### config.mk
export PLATFORM = sky130hd
export DESIGN_NAME = rsa_alu
export DESIGN_NICKNAME = d
export VERILOG_FILES = /design/src/sv/rsa_pkg.sv /design/src/sv/rsa_alu.sv
export SDC_FILE = /design/constraint.sdc
export NUM_CORES = 2
export LEC_CHECK = 0
export ABC_AREA = 0
export BUFFER_PORTS_ARGS = -buffer_cell sky130_fd_sc_hd__clkbuf_2
export CELL_PAD_IN_SITES_DETAIL_PLACEMENT = 1
export CELL_PAD_IN_SITES_GLOBAL_PLACEMENT = 1
export CORE_MARGIN = 1.5
export CORE_UTILIZATION = 55
export DETAILED_ROUTE_END_ITERATION = 8
export PLACE_DENSITY_LB_ADDON = 0.08
export SYNTH_ARGS = -nofsm -noshare
export SYNTH_HDL_FRONTEND = slang
export SYNTH_SLANG_ARGS = --single-unit
### constraint.sdc
create_clock -name clk -period 14.51 [get_ports clk]
set_clock_uncertainty 0.2 [all_clocks]
set_input_delay 2.902 -clock clk [delete_from_list [all_inputs] [get_ports clk]]
set_output_delay 2.902 -clock clk [all_outputs]
set_load 0.005 [all_outputs]
### src/sv/rsa_pkg.sv
`timescale 1ns / 1ps
// rsa_pkg: shared constants, op and status codes, transaction structs
// for the RPN stack calculator. No dependencies.
package rsa_pkg;

  localparam int STACK_DEPTH = 256;
  localparam int ADDR_W      = $clog2(STACK_DEPTH);
  localparam int CNT_W       = 9;
  localparam int DATA_W      = 32;

  localparam logic [3:0] OP_PUSH = 4'd0;
  localparam logic [3:0] OP_NOT  = 4'd1;
  localparam logic [3:0] OP_XOR  = 4'd2;
  localparam logic [3:0] OP_OR   = 4'd3;
  localparam logic [3:0] OP_AND  = 4'd4;
  localparam logic [3:0] OP_MOD  = 4'd5;
  localparam logic [3:0] OP_DIV  = 4'd6;
  localparam logic [3:0] OP_MUL  = 4'd7;
  localparam logic [3:0] OP_POW  = 4'd8;
  localparam logic [3:0] OP_INC  = 4'd9;
  localparam logic [3:0] OP_DEC  = 4'd10;
  localparam logic [3:0] OP_SUB  = 4'd11;
  localparam logic [3:0] OP_ADD  = 4'd12;

  localparam logic [1:0] ST_OK      = 2'd0;
  localparam logic [1:0] ST_UNDER   = 2'd1;
  localparam logic [1:0] ST_OVER    = 2'd2;
  localparam logic [1:0] ST_DIVZERO = 2'd3;

  typedef struct packed {
    logic [3:0]         op;
    logic signed [31:0] literal;
  } cmd_t;

  typedef struct packed {
    logic signed [31:0] top;
    logic [8:0]         depth;
    logic [1:0]         status;
  } res_t;

  typedef struct packed {
    logic       go;
    logic [3:0] op;
  } alu_req_t;

  typedef struct packed {
    logic              done;
    logic [DATA_W-1:0] value;
  } alu_rsp_t;

endpackage

### src/sv/rsa_alu.sv
`timescale 1ns / 1ps
// rsa_alu: operation unit; logic ops, inc, dec, add, sub and multiply from idle,
// iterative divide (32 steps) and square-and-multiply power. Uses rsa_pkg.
module rsa_alu (
  input  logic                     clk,
  input  logic                     rst,
  input  rsa_pkg::alu_req_t        req,
  input  logic [31:0]              lhs,
  input  logic [31:0]              rhs,
  output rsa_pkg::alu_rsp_t        rsp
);
  import rsa_pkg::*;

  localparam logic [1:0] A_IDLE = 2'd0;
  localparam logic [1:0] A_DIV  = 2'd1;
  localparam logic [1:0] A_POW  = 2'd2;
  localparam logic [1:0] A_FIX  = 2'd3;

  logic [1:0]  state;
  logic [32:0] rem;
  logic [31:0] quo, dvs, acc, base, expo, value;
  logic [4:0]  cnt;
  logic        neg_q, neg_r, is_mod, done;

  logic [32:0] rem_sh, trial;
  logic [63:0] prod, p_acc, p_base;
  logic [31:0] mag_l, mag_r;

  assign mag_l  = lhs[31] ? (32'd0 - lhs) : lhs;
  assign mag_r  = rhs[31] ? (32'd0 - rhs) : rhs;
  assign prod   = {32'd0, lhs} * {32'd0, rhs};
  assign p_acc  = {32'd0, acc} * {32'd0, base};
  assign p_base = {32'd0, base} * {32'd0, base};
  assign rem_sh = {rem[31:0], quo[31]};
  assign trial  = rem_sh - {1'b0, dvs};

  always_ff @(posedge clk) begin
    done <= 1'b0;
    if (rst) begin
      state <= A_IDLE;
    end else begin
      unique case (state)
        A_IDLE: begin
          if (req.go) begin
            case (req.op)
              OP_NOT: begin value <= ~rhs;        done <= 1'b1; end
              OP_INC: begin value <= rhs + 32'd1; done <= 1'b1; end
              OP_DEC: begin value <= rhs - 32'd1; done <= 1'b1; end
              OP_XOR: begin value <= lhs ^ rhs;   done <= 1'b1; end
              OP_OR:  begin value <= lhs | rhs;   done <= 1'b1; end
              OP_AND: begin value <= lhs & rhs;   done <= 1'b1; end
              OP_SUB: begin value <= lhs - rhs;   done <= 1'b1; end
              OP_ADD: begin value <= lhs + rhs;   done <= 1'b1; end
              OP_MUL: begin value <= prod[31:0];  done <= 1'b1; end
              OP_DIV, OP_MOD: begin
                quo    <= mag_l;
                dvs    <= mag_r;
                rem    <= 33'd0;
                cnt    <= 5'd0;
                neg_q  <= lhs[31] ^ rhs[31];
                neg_r  <= lhs[31];
                is_mod <= (req.op == OP_MOD);
                state  <= A_DIV;
              end
              OP_POW: begin
                if (rhs[31]) begin
                  // negative exponent: only bases 1 and -1 survive
                  if (lhs == 32'd1) begin
                    value <= 32'd1;
                  end else if (lhs == 32'hFFFF_FFFF) begin
                    value <= rhs[0] ? 32'hFFFF_FFFF : 32'd1;
                  end else begin
                    value <= 32'd0;
                  end
                  done <= 1'b1;
                end else begin
                  acc   <= 32'd1;
                  base  <= lhs;
                  expo  <= rhs;
                  state <= A_POW;
                end
              end
              default: begin value <= 32'd0; done <= 1'b1; end
            endcase
          end
        end
        A_DIV: begin
          // restoring divide, one quotient bit per cycle
          if (!trial[32]) begin
            rem <= trial;
            quo <= {quo[30:0], 1'b1};
          end else begin
            rem <= rem_sh;
            quo <= {quo[30:0], 1'b0};
          end
          cnt <= cnt + 5'd1;
          if (cnt == 5'd31) begin
            state <= A_FIX;
          end
        end
        A_FIX: begin
          if (is_mod) begin
            value <= neg_r ? (32'd0 - rem[31:0]) : rem[31:0];
          end else begin
            value <= neg_q ? (32'd0 - quo) : quo;
          end
          done  <= 1'b1;
          state <= A_IDLE;
        end
        A_POW: begin
          if (expo == 32'd0) begin
            value <= acc;
            done  <= 1'b1;
            state <= A_IDLE;
          end else begin
            if (expo[0]) begin
              acc <= p_acc[31:0];
            end
            base <= p_base[31:0];
            expo <= {1'b0, expo[31:1]};
          end
        end
        default: state <= A_IDLE;
      endcase
    end
  end

  assign rsp.done  = done;
  assign rsp.value = value;

endmodule

Word-level counts from Yosys, hierarchy flattened. Cells that the tools add are included. Widths: inputs -> output; s select.

Add/sub/neg operators: 10. Multiply operators: 3. Equal/unequal tests: 30. Muxes and demuxes: 51. Bitwise operators: 6. Reduce and logical (&&, ||, !) cells: 12.

Operator list (count): $mux 32 (28); $pmux 32 s11 (1); $pmux 32 s2 (5); $sub 1x32->32 const A (4); $mul 32x32->32 (3); $pmux 32 s3 (1); $sub 33x32->33 (1); $add 32x1->32 const B (1); $add 32x32->32 (1); $and 32x32->32 (1); $eq 32x1->1 const B (1); $eq 32x32->1 const B (1); $logic_not 32->1 (1); $not 32->32 (1); $or 32x32->32 (1); $sub 32x1->32 const B (1); $sub 32x32->32 (1); $xor 32x32->32 (1); $mux 31 (1); $eq 4x4->1 const B (5); $eq 4x3->1 const B (4); $ne 2x2->1 const B (7); $reduce_and 6->1 (2); $mux 5 (2); 25 further kinds (37).

Bits in registers: 235. Input bits: 71.

Logic depth before layout (Yosys ltp).
Depth after elaboration: 7. Mapped depth: 30. Mapped depth without buffers: 28.

Worst setup path before layout. Ideal clock, no wire load.

Path type: input to register. Start: input rhs[5]. End: register value[31], data pin. Arrival: 9789 ps. Required time: 14040 ps. Path slack: 4251 ps. Cell stages on the path: 27. Buffers on the path: 2. Path through: clkbuf_1 > clkinv_1 > clkbuf_1 > nor2_1 > fa_1 > fa_1 > fa_1 > inv_1 > fa_1 > inv_1 > fa_1 > inv_1 > fa_1 > inv_1 > fa_1 > fa_1 > ha_1 > a21oi_1 > o21ai_0 > a221oi_1 > inv_1 > o41ai_1 > o21ai_0 > o211ai_1 > xnor2_1 > o2111a_1 > a32oi_1.

Longest elaborated chain between the ends: 4.

RTL lines: start: declaration (line rsa_alu.sv:9) `input logic [31:0] rhs,`; $mul 32x32->32, or another cell as far along (line rsa_alu.sv:31) `assign prod = {32'd0, lhs} * {32'd0, rhs};`; $pmux 32 s11 * (line rsa_alu.sv:45) `case (req.op)`; $mux 32 * (line rsa_alu.sv:44) `if (req.go) begin`; $pmux 32 s3 * (line rsa_alu.sv:42) `unique case (state)`; end signal: assignment (line rsa_alu.sv:71) `value <= rhs[0] ? 32'hFFFF_FFFF : 32'd1;`; end signal: assignment (line rsa_alu.sv:103) `value <= neg_r ? (32'd0 - rem[31:0]) : rem[31:0];`; end signal: assignment (line rsa_alu.sv:105) `value <= neg_q ? (32'd0 - quo) : quo;`; end: declaration (line rsa_alu.sv:21) `logic [31:0] quo, dvs, acc, base, expo, value;`.

Every way passes the cells marked *; elsewhere a longest branch is shown, timed or not. The select of a mux whose other input is x is not followed. A chain may end at the register's enable or synchronous reset.

Worst setup path in the final report.
Start: input lhs[7]. End: register value[31], data pin.

Longest elaborated chain between the ends: 7.

RTL lines: start: declaration (line rsa_alu.sv:8) `input logic [31:0] lhs,`; branches (longest 4 deep; another with $mul 32x32->32); $pmux 32 s11 * (line rsa_alu.sv:45); $mux 32 * (line rsa_alu.sv:44); $pmux 32 s3 * (line rsa_alu.sv:42).

Mark *: on every way between the ends. The select of a mux whose other input is x is not followed.

==> run_results.csv <==
group,metric,value,unit
worst_setup_path,rr_startpoint,"base[10]",
die,floorplan.initialDensity,0.556,
global_routing,groute.usage.overall,0.431,
logic_synthesis,synth_top_flop_cell,"edfxtp_1",
die,dieArea,0.118,mm^2
global_routing,maximum_number_of_pins_on_one_net_before_global_route_repair,77,
worst_setup_path,startpoint_type,"primary input",
clock_tree,number_of_h_tree_branching_levels,2,
placed_design,portBuffers,103,
logic_synthesis,post_synth_inst_count,7311,
logic_synthesis,synthMuxAreaShare,0.00257,
placed_design,dp_hpwl,194,mm
worst_setup_path,arrival,12.06,ns
logic_synthesis,synthDominantCellAreaShare,0.372,
timing,finalCritPeriodShare,0.824,
logic_synthesis,synth_top_family_by_area,"adder cells",
detailed_routing,residual_drc_count,0,
clock_tree,clock_tree.buffer_depth,3,
worst_setup_path,worstReg2RegEnd,"base[31]",
die,pin_count,104,
finish,post_route_cells_drive_above_1_share,0.0478,
logic_synthesis,post_synth_top_area_cell,"fa_1",
worst_setup_path,critical_path.endpoint_type,"flip-flop",
timing,worst-slew-pin-transition,1.49,ns
logic_synthesis,mappedNetlistNets,9103,
finish,finish.cell_count_without_fillers,8764,
global_routing,globalRoute.totalOverflow,0,
detailed_routing,ant_nets,0,
detailed_routing,via_count,54200,
timing,final_hold_viol_count,0,
die,die_width,344,um
global_routing,antenna_found_initial,21,
finish,multi_input_area,0.0500,mm^2
logic_synthesis,synth_edf_count,231,
detailed_routing,drt_first_iter_violations,4746,
clock_tree,cts.sinks,234,
power,power-per-cell-area,228,mW/mm^2
placed_design,place_congestion,1.00,
logic_synthesis,synth.most_common_cell,"inv_1",
logic_synthesis,synthSimpleGateAreaFrac,0.149,
finish,area_growth_syn_to_layout,5.02,%
logic_synthesis,syn_area,0.0639,mm^2
timing,setup_total_negative_slack,0,ns
worst_setup_path,cpPeakStageDelay,1.13,ns
hold_path,hold_path_end,"expo[9]",
worst_setup_path,worstSetupPathType,"primary input to flip-flop",
timing,max_slew_margin,-0.0215,
clock_tree,postCtsResizedCells,0,
logic_synthesis,async_flop_share,0,
run_status,violations,"capacitance limit, slew limit",
worst_setup_path,worst-endpoint-required,14.61,ns
logic_synthesis,synth.ff_latch_count,234,
power,cellLeakagePower,32.7,nW
clock_tree,clk_transition_reported_paths,0.07,ns
die,num_rows,124,
timing,fin_crit,11.96,ns
finish,storage_cell_area,0.00700,mm^2
worst_setup_path,cell_with_the_largest_stage_delay_on_the_worst_path,"a221oi_1",
logic_synthesis,synthTopCellsByArea,"fa_1, edfxtp_1, ha_1",
timing,worst_slack,2.55,ns
detailed_routing,wl,251,mm
worst_setup_path,timing.reg2reg.worst_path_depth,23,
finish,final_nets,9014,
die,coreArea,0.115,mm^2
worst_setup_path,critPathMostFrequentCell,"fa_1",
logic_synthesis,synth_fa_ha_area_frac,0.477,
clock_tree,cts-buffers-inserted,34,
run,drv.max_cap_violation_count,1,
worst_setup_path,rrSetupSlack,5.23,ns
die,fp.dieH,344,um
detailed_routing,drt-pass1-iter-count,6,
timing,timing_max_transition_violations_final,1,
timing,unrepaired_setup_endpoints_after_global_routing,"no",
worst_setup_path,worstPathMaxFanout,17,
global_routing,first_global_vias,59200,
detailed_routing,route.detailed.vias_per_inst,6.18,
power,worst_supply_voltage_drop_on_vdd,0.000914,V
finish,fillCellCount,13500,
timing,fmaxAchievable,83.6,MHz
logic_synthesis,post_synth_xor_area_fraction,0.0605,
timing,setup_violations,0,
placed_design,post-place-cells,8698,
worst_setup_path,cells_along_the_critical_path,"clkbuf_2 -> buf_4 -> clkinv_1 -> nor2_1 -> fa_1 -> fa_1 -> inv_1 -> fa_1 -> fa_1 -> fa_1 -> inv_1 -> fa_1 -> fa_1 -> fa_1 -> ha_1 -> and4_1 -> a221oi_1 -> inv_1 -> o41ai_1 -> o21ai_0 -> o211ai_1 -> xnor2_1 -> o2111a_1 -> a32oi_1",
hold_path,timing.hold.worst.start,"expo[10]",
placed_design,detailedPlace.worstSlack,2.57,ns
clock_tree,clk_lat_worst_skew,0.59,ns
clock_tree,clockRootBuffer,"clkbuf_16",
logic_synthesis,synth-seq-area-share,0.110,
logic_synthesis,number_of_warnings_printed_during_yosys_synthesis,0,
clock_tree,cts_hold_buffers,0,
logic_synthesis,ys_top_cells_by_count,"inv_1, fa_1, nand2_1",
clock_tree,tritoncts_clock_tree,"built",
global_routing,global_route_wire_length_before_repair,374,mm
logic_synthesis,synth-compound-area-share,0.0926,
hold_path,worstHoldPathCells,2,
clock_tree,cts_setup_buffers,0,
detailed_routing,post_detailed_route_wirelength_per_cell,28.7,um
logic_synthesis,ys_types,82,
run_status,outcome,"complete, but fails checks",
hold_path,hold_class,"flip-flop to flip-flop",
logic_synthesis,post_synth.cell_area_avg,8.73,um^2
==> metal layers <==
layer | up-vias | GRT usage | wire length (um)
met3 | 825 | 0.0889 | 23400
met5 | - | 0 | 160
met2 | 2831 | 0.695 | 116000
met4 | 24 | 0.230 | 16300
li1 | 22500 | - | -
met1 | 28000 | 0.548 | 95800
==> cell families (layout without fill, tap and decap cells) <==
family          Yosys count  count (layout)
simple gates           2133            2133
buf+inv                1847            1780
fa+ha+maj              1721            1721
compound gates          919             919
xor+xnor                441             441
flops                   234             234
mux                      16              16
other cells               0               8
==> area by class of cell <==
class | instances | share of cell area
Antenna cell | 8 | 0.000299
Clock buffer | 39 | 0.0133
Clock inverter | 19 | 0.00267
Inverter | 1486 | 0.0832
Multi-Input combinational cell | 5230 | 0.745
Sequential cell | 234 | 0.104
Tap cell | 1512 | 0.0282
Timing Repair Buffer | 236 | 0.0226
==> through the flow <==
step,utilization,hold slack (ns),power [mW],instance area [um^2]
2_1_floorplan,-,0.322,8.96,63900
3_3_place_gp,0.575,0.335,13.7,66000
3_5_place_dp,0.575,0.350,13.9,66000
4_1_cts,0.584,0.368,14.8,67000
5_1_grt,0.584,0.396,16.0,67000
6_report,0.584,0.364,15.3,67100
==> flip-flops by register name, indices dropped and copies added (netlist names) <==
register / count
neg_q: 1
value: 32
is_mod: 1
dvs: 32
quo: 32
base: 32
neg_r: 1
acc: 32
cnt: 5
done: 1
state: 2
expo: 31
rem: 32
==> report_power, final <==
part / internal, mW / leakage, nW / switching (mW)
combinational: 4.86 / 30.0 / 8.78
clock: 0.466 / 0.528 / 0.375
sequential: 0.792 / 2.17 / 0.0192
==> cell usage in the layout (no fill, tap or decap), drive strengths merged, types with 13 or more instances in the layout <==
cell type | synthesis | final
o41ai | 18 | 18
inv | 1471 | 1476
and2 | 299 | 299
nand4 | 30 | 30
ha | 535 | 535
clkinv | 15 | 28
o21a | 41 | 41
nor4 | 26 | 26
a31oi | 17 | 17
edfxtp | 231 | 231
nand2 | 989 | 989
o22ai | 33 | 33
o21bai | 19 | 19
nor3 | 69 | 69
clkbuf | 320 | 142
a21oi | 203 | 203
o211ai | 25 | 25
xor2 | 108 | 108
buf | 41 | 133
nand3 | 60 | 60
a21o | 79 | 79
o21ai | 259 | 259
o31ai | 52 | 52
xnor2 | 333 | 333
nor2b | 25 | 25
a22o | 20 | 20
or3 | 31 | 31
and3 | 16 | 16
a211oi | 42 | 42
nand2b | 33 | 33
fa | 1186 | 1186
or4 | 21 | 21
mux2i | 13 | 13
nor2 | 502 | 502
==> critical path: cells and delay by family <==
family / cells / cell delay [ns]
buffers and inverters: 6 / 1.57
xor gates and xnor gates: 1 / 0.22
AOI/OAI and AO/OA: 6 / 2.39
adders and majority gates: 9 / 4.28
and+or+nand+nor: 2 / 0.64
==> how the worst max path moves through the flow <==
| stage | from | endpoint | depth (start not counted) |
|---|---|---|---|
| 5_1_grt | lhs[7] | value[31] | 25 |
| 4_1_cts | rhs[2] | value[31] | 26 |
| 6_report | lhs[7] | value[31] | 24 |
| 3_5_place_dp | rhs[2] | value[31] | 26 |
| 2_1_floorplan | rhs[5] | value[31] | 27 |
| 3_3_place_gp | rhs[2] | value[31] | 26 |
No activity file was read; power rests on OpenSTA's default activity.
